File: config.mk
export PLATFORM = sky130hd
export DESIGN_NAME = sorted_id_table_core
export DESIGN_NICKNAME = d
export VERILOG_FILES = /design/src/rtl/sit_pkg.sv /design/src/rtl/sorted_id_table_core.sv /design/src/rtl/sit_ram.sv
export SDC_FILE = /design/constraint.sdc
export NUM_CORES = 1
export LEC_CHECK = 0
export BUFFER_PORTS_ARGS = -buffer_cell sky130_fd_sc_hd__buf_2
export CAP_MARGIN = 20
export CORE_MARGIN = 10
export CORE_UTILIZATION = 60
export DETAILED_ROUTE_END_ITERATION = 7
export GPL_TIMING_DRIVEN = 1
export PLACE_DENSITY = 0.77
export SYNTH_ARGS = -nofsm -noshare
export SYNTH_HDL_FRONTEND = slang
export SYNTH_SLANG_ARGS = --single-unit
File: constraint.sdc
create_clock -name clock -period 4.9 [get_ports clock]
set_input_delay 0.735 -clock clock [delete_from_list [all_inputs] [get_ports clock]]
set_output_delay 0.735 -clock clock [all_outputs]
set_load 0.02 [all_outputs]
File: src/rtl/sit_pkg.sv
// ----------------------------------------------------------------------------
// sit_pkg
// Shared sizes, codes and entry type of the sorted id table.
// ----------------------------------------------------------------------------
package sit_pkg;

   localparam int DEPTH    = 16;
   localparam int ID_W     = 16;
   localparam int HANDLE_W = 16;
   localparam int AW       = $clog2(DEPTH);
   localparam int CW       = $clog2(DEPTH + 1);
   localparam int ENTRY_W  = ID_W + HANDLE_W;

   typedef enum logic [1:0] {
      ACT_INSTALL   = 2'd0,
      ACT_UNINSTALL = 2'd1,
      ACT_LOOKUP    = 2'd2
   } action_type;

   typedef enum logic [2:0] {
      ST_OK       = 3'd0,
      ST_DUP      = 3'd1,
      ST_NOTFOUND = 3'd2,
      ST_MISMATCH = 3'd3,
      ST_FULL     = 3'd4
   } status_type;

   typedef struct packed {
      logic [ID_W-1:0]     id;
      logic [HANDLE_W-1:0] hnd;
   } entry_type;

endpackage

File: src/rtl/sorted_id_table_core.sv
// ----------------------------------------------------------------------------
// sorted_id_table_core
// Sorted id/handle table: binary search, insert and remove by shifting
// entries through one RAM with a single read and a single write port.
// The longest item is an automatic id into a table one short of full: gap
// scan and shift together cover every entry, then an insert.
// One item at a time; the RAM read port paces search, gap scan and shifts,
// one entry per cycle during a shift.
// Reset clears the entry count and the result valid; the RAM is not cleared.
// ----------------------------------------------------------------------------
module sorted_id_table_core
   import sit_pkg::*;
(
   input  logic                clock,
   input  logic                reset,
   input  logic                req_valid,
   output logic                req_ready,
   input  logic [1:0]          req_action,
   input  logic [ID_W-1:0]     req_device_id,
   input  logic [HANDLE_W-1:0] req_handle,
   output logic                rsp_valid,
   input  logic                rsp_ready,
   output logic [2:0]          rsp_status,
   output logic [CW-1:0]       rsp_position,
   output logic [ID_W-1:0]     rsp_assigned_id,
   output logic [HANDLE_W-1:0] rsp_found_handle,
   output logic [CW-1:0]       rsp_entry_count
);

   typedef enum logic [11:0] {
      S_IDLE    = 12'b000000000001,
      S_ALAST   = 12'b000000000010,
      S_GAP     = 12'b000000000100,
      S_SRCH    = 12'b000000001000,
      S_SCMP    = 12'b000000010000,
      S_DECIDE  = 12'b000000100000,
      S_INS     = 12'b000001000000,
      S_INS_MV  = 12'b000010000000,
      S_INS_PUT = 12'b000100000000,
      S_DEL     = 12'b001000000000,
      S_DEL_MV  = 12'b010000000000,
      S_DONE    = 12'b100000000000
   } state_type;

   localparam logic [ID_W-1:0] MAX_ID = '1;

   state_type           state_ff, state_in;
   logic [1:0]          act_ff, act_in;
   logic [ID_W-1:0]     id_ff, id_in;
   logic [HANDLE_W-1:0] hnd_ff, hnd_in;
   logic [HANDLE_W-1:0] fh_ff, fh_in;
   logic                found_ff, found_in;
   status_type          status_ff, status_in;
   logic [CW-1:0]       cnt_ff, cnt_in;
   logic [CW-1:0]       lo_ff, lo_in;
   logic [CW-1:0]       hi_ff, hi_in;
   logic [CW-1:0]       mid_ff, mid_in;
   logic [CW-1:0]       k_ff, k_in;
   logic [CW-1:0]       pos_ff, pos_in;

   logic                rsp_valid_ff, rsp_valid_in;
   logic [2:0]          rsp_status_ff, rsp_status_in;
   logic [CW-1:0]       rsp_pos_ff, rsp_pos_in;
   logic [ID_W-1:0]     rsp_id_ff, rsp_id_in;
   logic [HANDLE_W-1:0] rsp_fh_ff, rsp_fh_in;
   logic [CW-1:0]       rsp_cnt_ff, rsp_cnt_in;

   logic                wr_en;
   logic [CW-1:0]       wr_idx;
   logic [CW-1:0]       rd_idx;
   entry_type           wr_entry;
   entry_type           rd_entry;
   logic [ENTRY_W-1:0]  rd_data;

   logic [CW:0]         lohi_sum;
   logic [CW-1:0]       mid_calc;
   logic [CW-1:0]       k_dec, k_dec2, k_inc, k_inc2, cnt_dec, cnt_inc;
   logic [ID_W-1:0]     gap_cand;
   logic [ID_W:0]       auto_next;

   assign lohi_sum  = {1'b0, lo_ff} + {1'b0, hi_ff};
   assign mid_calc  = lohi_sum[CW:1];
   assign k_dec     = k_ff - CW'(1);
   assign k_dec2    = k_ff - CW'(2);
   assign k_inc     = k_ff + CW'(1);
   assign k_inc2    = k_ff + CW'(2);
   assign cnt_dec   = cnt_ff - CW'(1);
   assign cnt_inc   = cnt_ff + CW'(1);
   assign gap_cand  = ID_W'(k_ff) + ID_W'(1);
   assign auto_next = {1'b0, ID_W'(cnt_ff)} + (ID_W + 1)'(1);
   assign rd_entry  = entry_type'(rd_data);

   sit_ram #(
      .WIDTH (ENTRY_W),
      .DEPTH (DEPTH)
   ) u_ram (
      .clock   (clock),
      .wr_en   (wr_en),
      .wr_addr (wr_idx[AW-1:0]),
      .wr_data (wr_entry),
      .rd_addr (rd_idx[AW-1:0]),
      .rd_data (rd_data)
   );

   assign req_ready = (state_ff == S_IDLE);

   always_comb begin
      state_in  = state_ff;
      act_in    = act_ff;
      id_in     = id_ff;
      hnd_in    = hnd_ff;
      fh_in     = fh_ff;
      found_in  = found_ff;
      status_in = status_ff;
      cnt_in    = cnt_ff;
      lo_in     = lo_ff;
      hi_in     = hi_ff;
      mid_in    = mid_ff;
      k_in      = k_ff;
      pos_in    = pos_ff;
      wr_en     = 1'b0;
      wr_idx    = k_ff;
      wr_entry  = rd_entry;
      rd_idx    = '0;

      rsp_valid_in  = rsp_valid_ff && !rsp_ready;
      rsp_status_in = rsp_status_ff;
      rsp_pos_in    = rsp_pos_ff;
      rsp_id_in     = rsp_id_ff;
      rsp_fh_in     = rsp_fh_ff;
      rsp_cnt_in    = rsp_cnt_ff;

      unique case (state_ff)
         S_IDLE: begin
            if (req_valid) begin
               act_in    = req_action;
               id_in     = req_device_id;
               hnd_in    = req_handle;
               fh_in     = '0;
               found_in  = 1'b0;
               pos_in    = '0;
               lo_in     = '0;
               hi_in     = cnt_ff;
               status_in = ST_NOTFOUND;
               priority if (req_action == ACT_INSTALL && req_device_id == '0) begin
                  if (cnt_ff == '0) begin
                     id_in    = ID_W'(1);
                     state_in = S_SRCH;
                  end else begin
                     rd_idx   = cnt_dec;
                     state_in = S_ALAST;
                  end
               end else if (req_action == ACT_INSTALL || req_action == ACT_UNINSTALL ||
                            req_action == ACT_LOOKUP) begin
                  state_in = S_SRCH;
               end else begin
                  state_in = S_DONE;
               end
            end
         end
         S_ALAST: begin
            if (rd_entry.id != MAX_ID) begin
               id_in    = rd_entry.id + ID_W'(1);
               state_in = S_SRCH;
            end else begin
               k_in     = '0;
               rd_idx   = '0;
               state_in = S_GAP;
            end
         end
         S_GAP: begin
            priority if (rd_entry.id != gap_cand) begin
               id_in    = gap_cand;
               state_in = S_SRCH;
            end else if (k_inc == cnt_ff) begin
               if (auto_next > {1'b0, MAX_ID}) begin
                  id_in     = '0;
                  pos_in    = '0;
                  status_in = ST_FULL;
                  state_in  = S_DONE;
               end else begin
                  id_in    = auto_next[ID_W-1:0];
                  state_in = S_SRCH;
               end
            end else begin
               k_in   = k_inc;
               rd_idx = k_inc;
            end
         end
         S_SRCH: begin
            if (lo_ff < hi_ff) begin
               mid_in   = mid_calc;
               rd_idx   = mid_calc;
               state_in = S_SCMP;
            end else begin
               pos_in   = lo_ff;
               found_in = 1'b0;
               state_in = S_DECIDE;
            end
         end
         S_SCMP: begin
            priority if (id_ff < rd_entry.id) begin
               hi_in    = mid_ff;
               state_in = S_SRCH;
            end else if (id_ff > rd_entry.id) begin
               lo_in    = mid_ff + CW'(1);
               state_in = S_SRCH;
            end else begin
               pos_in   = mid_ff;
               found_in = 1'b1;
               fh_in    = rd_entry.hnd;
               state_in = S_DECIDE;
            end
         end
         S_DECIDE: begin
            state_in = S_DONE;
            unique case (act_ff)
               ACT_INSTALL: begin
                  priority if (found_ff) begin
                     status_in = ST_DUP;
                  end else if (cnt_ff == CW'(DEPTH)) begin
                     status_in = ST_FULL;
                  end else begin
                     k_in     = cnt_ff;
                     state_in = S_INS;
                  end
               end
               ACT_UNINSTALL: begin
                  priority if (!found_ff) begin
                     status_in = ST_NOTFOUND;
                  end else if (fh_ff != hnd_ff) begin
                     status_in = ST_MISMATCH;
                  end else begin
                     k_in     = pos_ff;
                     state_in = S_DEL;
                  end
               end
               ACT_LOOKUP: begin
                  status_in = found_ff ? ST_OK : ST_NOTFOUND;
               end
               default: begin
                  status_in = ST_NOTFOUND;
               end
            endcase
         end
         S_INS: begin
            if (k_ff > pos_ff) begin
               rd_idx   = k_dec;
               state_in = S_INS_MV;
            end else begin
               state_in = S_INS_PUT;
            end
         end
         S_INS_MV: begin
            wr_en    = 1'b1;
            wr_idx   = k_ff;
            wr_entry = rd_entry;
            k_in     = k_dec;
            if (k_dec > pos_ff) begin
               rd_idx = k_dec2;
            end else begin
               state_in = S_INS_PUT;
            end
         end
         S_INS_PUT: begin
            wr_en     = 1'b1;
            wr_idx    = pos_ff;
            wr_entry  = '{id: id_ff, hnd: hnd_ff};
            cnt_in    = cnt_inc;
            status_in = ST_OK;
            state_in  = S_DONE;
         end
         S_DEL: begin
            if (k_inc < cnt_ff) begin
               rd_idx   = k_inc;
               state_in = S_DEL_MV;
            end else begin
               cnt_in    = cnt_dec;
               status_in = ST_OK;
               state_in  = S_DONE;
            end
         end
         S_DEL_MV: begin
            wr_en    = 1'b1;
            wr_idx   = k_ff;
            wr_entry = rd_entry;
            k_in     = k_inc;
            if (k_inc2 < cnt_ff) begin
               rd_idx = k_inc2;
            end else begin
               cnt_in    = cnt_dec;
               status_in = ST_OK;
               state_in  = S_DONE;
            end
         end
         S_DONE: begin
            if (!rsp_valid_ff || rsp_ready) begin
               rsp_valid_in  = 1'b1;
               rsp_status_in = status_ff;
               rsp_pos_in    = pos_ff;
               rsp_id_in     = id_ff;
               rsp_fh_in     = (act_ff == ACT_LOOKUP && status_ff == ST_OK) ? fh_ff : '0;
               rsp_cnt_in    = cnt_ff;
               state_in      = S_IDLE;
            end
         end
         default: begin
            state_in = S_IDLE;
         end
      endcase
   end

   always_ff @(posedge clock) begin
      if (reset) begin
         state_ff     <= S_IDLE;
         cnt_ff       <= '0;
         rsp_valid_ff <= 1'b0;
      end else begin
         state_ff     <= state_in;
         cnt_ff       <= cnt_in;
         rsp_valid_ff <= rsp_valid_in;
      end
   end

   always_ff @(posedge clock) begin
      act_ff        <= act_in;
      id_ff         <= id_in;
      hnd_ff        <= hnd_in;
      fh_ff         <= fh_in;
      found_ff      <= found_in;
      status_ff     <= status_in;
      lo_ff         <= lo_in;
      hi_ff         <= hi_in;
      mid_ff        <= mid_in;
      k_ff          <= k_in;
      pos_ff        <= pos_in;
      rsp_status_ff <= rsp_status_in;
      rsp_pos_ff    <= rsp_pos_in;
      rsp_id_ff     <= rsp_id_in;
      rsp_fh_ff     <= rsp_fh_in;
      rsp_cnt_ff    <= rsp_cnt_in;
   end

   assign rsp_valid        = rsp_valid_ff;
   assign rsp_status       = rsp_status_ff;
   assign rsp_position     = rsp_pos_ff;
   assign rsp_assigned_id  = rsp_id_ff;
   assign rsp_found_handle = rsp_fh_ff;
   assign rsp_entry_count  = rsp_cnt_ff;

endmodule

File: src/rtl/sit_ram.sv
// ----------------------------------------------------------------------------
// sit_ram
// Generic single-write, single-read RAM with registered read data.
// ----------------------------------------------------------------------------
module sit_ram #(
   parameter int WIDTH = 8,
   parameter int DEPTH = 16
) (
   input  logic                     clock,
   input  logic                     wr_en,
   input  logic [$clog2(DEPTH)-1:0] wr_addr,
   input  logic [WIDTH-1:0]         wr_data,
   input  logic [$clog2(DEPTH)-1:0] rd_addr,
   output logic [WIDTH-1:0]         rd_data
);

   logic [WIDTH-1:0] mem [DEPTH];
   logic [WIDTH-1:0] rd_data_ff;

   always_ff @(posedge clock) begin
      if (wr_en) begin
         mem[wr_addr] <= wr_data;
      end
      rd_data_ff <= mem[rd_addr];
   end

   assign rd_data = rd_data_ff;

endmodule

==> results.cfg, run 1 <==
[worst_setup_path]
worstSetupStartpointType = flip-flop
cp_max_fo = 47
reg2reg_slack_ns = 0.40
critical_path_class = reg -> reg
worstPathRequired_ns = 5.43
critPathCaptureType = flip-flop
arrival_ns = 5.04

[placement]
dpl_cell_area_mm2 = 0.0299
place_congestion = 0.969
io_buffers = 84
dp_hpwl_um = 44400

[power_and_ir_drop]
power_mw = 13.7
pwr_density_cell_mw_per_mm2 = 427
ir_drop_uv = 260
power.leakage_nw = 10.9

[detailed_routing]
drt-total-wl_um = 75300
drc_errors = 0
vias = 18800
wire_per_inst_um = 27.2
viasPerCell = 6.76
dr.pass1.iters = 6
ant_nets = 0
drt_iter0_drc = 2816

[cells_and_area]
antenna-diode-count = 0
ff_latch_area_mm2 = 0.0201
multi_input_comb_area_mm2 = 0.00774
stdcell_area_mm2 = 0.0321
syn_to_final_growth_pct = 12.8
layout.nets = 2206
fillers = 3050
layout-drive-gt1-share_pct = 13.8

[global_route]
grt_pass1_vias = 17900
grt_remaining_overflow = 0
grt_first_pass_wirelength_um = 111000
track_usage_pct = 26.0
grt_antenna_before_repair = 2
grt_max_degree = 103

[sta]
rsz0062_at_grt = false
worst_pin_slew_ns = 1.11
fin_setup_tns_ns = 0
slew-limit-headroom_pct = 25.8
fin_skew_ns = 0.0231
hold_viol_final = 0
setup_violations = 0
final.period_utilization_pct = 91.9
timing.fmax_ghz = 0.222
slew_violations = 0
period_needed_ns = 4.50

[clocking]
cts_buffer_depth = 3
clk-insertion-delay-late_ns = 0.60
cts_max_level = 3
cts_tree = done
root_buffer = clkbuf_16
clkSlewWorstSetupHoldPaths_ns = 0.06
cts.sink_count = 686
cts_buffers = 69

[floorplan]
ios = 85
die_area_mm2 = 0.0565
core-area_mm2 = 0.0467
row_count = 79
die_x_um = 238
start_util_pct = 60.9
die_h_um = 238

[synth]
ys_ff_latch = 686
seq_area_frac_synth_pct = 70.7
avgSynthCellArea_um2 = 14.1
syn-cell-area_mm2 = 0.0284
syn_nets = 2105
netlist_instances = 2013
synth_edf_count = 636
async_flop_share_pct = 0
ys_types = 68
synth-warning-count = 0
synth-main-ff-cell = edfxtp_1

[outcome]
outcome = finished clean

[min_path]
hp-class = in -> reg

[job]
maxCapViolCount = 0
==> cell usage in the layout, fill, tap and decap left out, types with 6 or more instances in the layout <==
cell type and count:
a21oi_1 61, and2_1 37, nor2_4 17, clkbuf_16 69
nand4_1 12, a31oi_1 8, and3_1 7, nor4_1 14
inv_1 49, xor2_1 18, nor2_1 147, nand2b_1 12
edfxtp_1 636, nand2_1 171, ha_1 53, o21ai_0 54
xnor2_1 40, buf_12 11, or3_1 24, nor3_1 26
a22oi_1 52, a221oi_1 244, clkbuf_8 10, clkinv_2 7
clkbuf_1 25, nand3_1 43, dfxtp_1 50, buf_4 63
nor2b_1 11, buf_2 84, mux2i_1 6
==> through the flow <==
stage | setup slack, ns | utilization, % | hold slack, ns | cells
after floorplan | 0.944 | - | 0.406 | 2013
after global placement | 0.465 | 64.0 | 0.430 | 2648
after detailed placement | 0.316 | 64.0 | 0.430 | 2648
after CTS | 0.307 | 68.7 | 0.283 | 2771
after global routing | 0.0779 | 68.7 | 0.297 | 2773
final | 0.397 | 68.7 | 0.313 | 2773
==> what timing repair did <==
| item | 4_1_cts | 5_1_grt |
|---|---|---|
| buffers inserted | 0 | 0 |
| hold buffers | 0 | 0 |
| endpoints found under the setup margin | 0 | 16 |
| gates resized for setup | 0 | 1 |
==> state kept, by name, indices dropped and copies added (netlist names), 5 cells and up <==
register	count
rsp_assigned_id	16
rsp_position	5
rsp_found_handle	16
u_ram.rd_data	32
rsp_entry_count	5
cnt_ff	5
lo_ff	5
state_ff	12
k_ff	5
hi_ff	5
id_ff	16
fh_ff	16
hnd_ff	16
mid_ff	5
u_ram.mem	512
pos_ff	5
==> worst paths after layout <==
| check | start | endpoint | depth (start not counted) |
|---|---|---|---|
| max reg2reg | k_ff[2] | u_ram.rd_data[29] | 15 |
| min | req_handle[15] | hnd_ff[15] | 1 |
| max | k_ff[2] | u_ram.rd_data[29] | 15 |
| min reg2reg | status_ff[1] | rsp_status[1] | 0 |
==> cells by family (layout without fill, tap and decap cells) <==
family | Yosys count | count (layout) | share of synthesized area (%)
adder cells (fa/ha/maj) | 54 | 54 | 2.40
XOR/XNOR | 59 | 59 | 1.87
multiplexers | 7 | 7 | 0.251
AND/OR/NAND/NOR | 565 | 565 | 9.58
AO/OA/AOI/OAI | 464 | 464 | 12.4
buffers and inverters | 178 | 331 | 2.79
flip-flops | 686 | 686 | 70.7
==> critical path, cell delays in order, from the launching register on <==
cell	delay [ns]
edfxtp_1	0.58
ha_1	0.28
nand2_1	0.11
xnor2_1	0.32
inv_1	0.09
ha_1	0.30
nand2_1	0.06
or3_1	0.34
nand2_1	0.11
nor4b_2	0.11
o31ai_1	0.43
and3_4	0.71
buf_4	0.38
a221oi_1	0.13
or3_1	0.39
nand3_1	0.10
==> power breakdown <==
part           leakage, nW  switching (mW)  total (mW)  internal [mW]
Clock                 1.06            2.13        5.06           2.93
Combinational         3.65           0.999        1.48          0.481
Sequential            6.18           0.289        7.15           6.86
Total                 10.9            3.42        13.7           10.3
==> cells in the mapped netlist (3+ instances only) <==
cell / n / area, µm²
buf_2: 29 / 145
edfxtp_1: 636 / 19100
buf_1: 11 / 41.3
a211oi_1: 4 / 30.0
or2_2: 5 / 31.3
nor2_1: 164 / 616
nor2b_1: 14 / 87.6
or3_1: 24 / 150
ha_1: 53 / 663
a22oi_1: 52 / 390
clkbuf_1: 73 / 274
nand3_1: 44 / 220
a21oi_1: 61 / 305
nor3_1: 26 / 130
xor2_1: 18 / 158
nand4_1: 12 / 75.1
buf_6: 9 / 101
and3b_1: 4 / 35.0
mux2i_1: 6 / 60.1
o21a_1: 4 / 30.0
nand2_1: 171 / 642
nand2b_1: 12 / 75.1
a31oi_1: 8 / 50.1
and4_1: 4 / 35.0
buf_4: 5 / 37.5
nor4_2: 4 / 50.1
o31ai_1: 5 / 37.5
dfxtp_1: 50 / 1000
o21ai_0: 55 / 275
a221oi_1: 245 / 2150
and2_1: 37 / 231
xnor2_1: 40 / 350
nor4_1: 15 / 93.8
o211ai_1: 3 / 22.5
nand3b_1: 3 / 22.5
o221ai_1: 4 / 35.0
a21o_1: 4 / 30.0
inv_1: 49 / 184
and3_1: 9 / 56.3
o21bai_1: 4 / 30.0
==> layer usage <==
metal	part of all wire, %	up-vias	wire [µm]	track usage [%]
met5	0.013	-	10	0
met4	2.8	2	2100	9.03
met3	12	172	9040	5.50
met2	46	1250	34400	39.9
met1	40	9215	29800	36.5
li1	-	8113	-	-
==> cell type report <==
class                           count  area share, %
Multi-Input combinational cell   1149           24.1
Timing Repair Buffer              158           3.47
Sequential cell                   686           62.7
Clock buffer                      104           6.11
Inverter                           50          0.585
Clock inverter                     19          0.640
Tap cell                          607           2.37
Note: power is estimated with default switching activity, not from simulation.
==> run 2: changes to the inputs <==
Settings changed: CTS_BUF_LIST set to sky130_fd_sc_hd__clkbuf_16, CTS_CLUSTER_SIZE set to 20.
==> run 2 against run 1 <==
Flip-flop and latch count unchanged. Worst hold slack got worse by 0.0020 ns. Setup slack got worse by 0.0014 ns. Largest cell class unchanged.
==> results.cfg, run 2 (synthesis gave the netlist of run 1 again) <==
[worst_setup_path]
cp_max_fo = 47
critical_path_class = reg -> reg
worstSetupStartpointType = flip-flop
arrival_ns = 5.04
critPathCaptureType = flip-flop
reg2reg_depth = 15
worstPathRequired_ns = 5.43

[power_and_ir_drop]
power.leakage_nw = 10.9
pwr_density_cell_mw_per_mm2 = 422
power_mw = 13.5
ir_drop_uv = 238

[sta]
slew_violations = 0
fin_setup_tns_ns = 0
timing.fmax_ghz = 0.222
final.period_utilization_pct = 91.9
worst_pin_slew_ns = 1.16
hold_viol_final = 0
setup_violations = 0
whs_ns = 0.311
rsz0062_at_grt = false
fin_skew_ns = 0.0248
slew-limit-headroom_pct = 22.4
period_needed_ns = 4.50

[clocking]
cts_buffers = 69
root_buffer = clkbuf_16
clk-insertion-delay-late_ns = 0.60
cts_buffer_depth = 3
ctsHoldBuffers = 0
cts_setup_buffers = 0
cts_tree = done
clkSlewWorstSetupHoldPaths_ns = 0.06
cts_max_level = 3
cts.sink_count = 686

[detailed_routing]
dr.pass1.iters = 5
drc_errors = 0
drt-total-wl_um = 75200
ant_nets = 0
viasPerCell = 6.77
vias = 18800
wire_per_inst_um = 27.1
drt_iter0_drc = 2672

[job]
maxCapViolCount = 0

[placement]
dp.cells = 2648
io_buffers = 84
dp_hpwl_um = 44400
place_congestion = 0.969

[global_route]
grt_first_pass_wirelength_um = 111000
grt_remaining_overflow = 0
grt_antenna_before_repair = 2
track_usage_pct = 25.9
grt_max_degree = 103
grt_pass1_vias = 17900

[floorplan]
start_util_pct = 60.9
ios = 85
die_x_um = 238
row_count = 79
die_h_um = 238
core-area_mm2 = 0.0467
die_area_mm2 = 0.0565

[cells_and_area]
antenna-diode-count = 0
layout-drive-gt1-share_pct = 13.3
finalCoreUtilization_pct = 68.5
final_common_cell = edfxtp_1
fin_cells = 2773
syn_to_final_growth_pct = 12.5
layout.nets = 2206
regMostFlops = u_ram.mem
layout_common_cells = edfxtp_1 (636), a221oi_1 (244), nand2_1 (171)
largest_reg_flops = 512

[outcome]
outcome = finished clean

[min_path]
hp-class = in -> reg
min_path_cells = 1
## run 2: cell types whose count changed in the layout (fill, tap and decap cells not counted), sizes merged
cell	previous run	this run
clkbuf	104	69
clkinv	12	22
inv	53	78
## run 2: timing repair
action                                 4_1_cts  5_1_grt
endpoints found under the hold margin        0        0
setup endpoints to repair                    0       16
gates resized for setup                      0        1
## run 2: layout make-up
type / count / area (µm²)
fill: 3062 / 14700
timing repair buffer: 158 / 1110
inverter: 50 / 188
multi-input combinational: 1149 / 7740
clock inverter: 54 / 337
clock buffer: 69 / 1730
sequential: 686 / 20100
tap: 607 / 759
## run 2: worst max-delay path, cell delays in order, from the launching register on
cell and delay, ns:
edfxtp_1 0.58, ha_1 0.28, nand2_1 0.11, xnor2_1 0.33
inv_1 0.09, ha_1 0.30, nand2_1 0.06, or3_1 0.34
nand2_1 0.11, nor4b_2 0.11, o31ai_1 0.43, and3_4 0.71
buf_4 0.38, a221oi_1 0.13, or3_1 0.39, nand3_1 0.09
## run 2: layer usage
layer	up-vias	part of all wire, %	global-route usage [%]
li1	8105	-	-
met1	9240	40	36.5
met2	1255	46	39.6
met3	162	12	5.60
met4	2	2.7	8.97
met5	-	0.013	0
## run 2: per-stage QoR
stage / setup WS, ns / area [µm²]
global route: 0.0793 / 32000
global placement: 0.465 / 29900
floorplan: 0.944 / 28400
CTS: 0.307 / 31900
finish: 0.395 / 32000
detailed placement: 0.316 / 29900
## run 2: worst paths after layout
| kind | end | startpoint | slack, ns |
|---|---|---|---|
| min reg2reg | rsp_status[1] | status_ff[1] | 0.45 |
| max reg2reg | u_ram.rd_data[29] | k_ff[2] | 0.40 |
| max | u_ram.rd_data[29] | k_ff[2] | 0.40 |
| min | hnd_ff[9] | req_handle[9] | 0.31 |
## run 2: report_power, final
| group | internal [mW] | switching, mW | total, mW |
|---|---|---|---|
| Clock | 2.72 | 2.13 | 4.85 |
| Combinational | 0.481 | 1.00 | 1.48 |
| Sequential | 6.86 | 0.287 | 7.14 |
| Total | 10.1 | 3.42 | 13.5 |
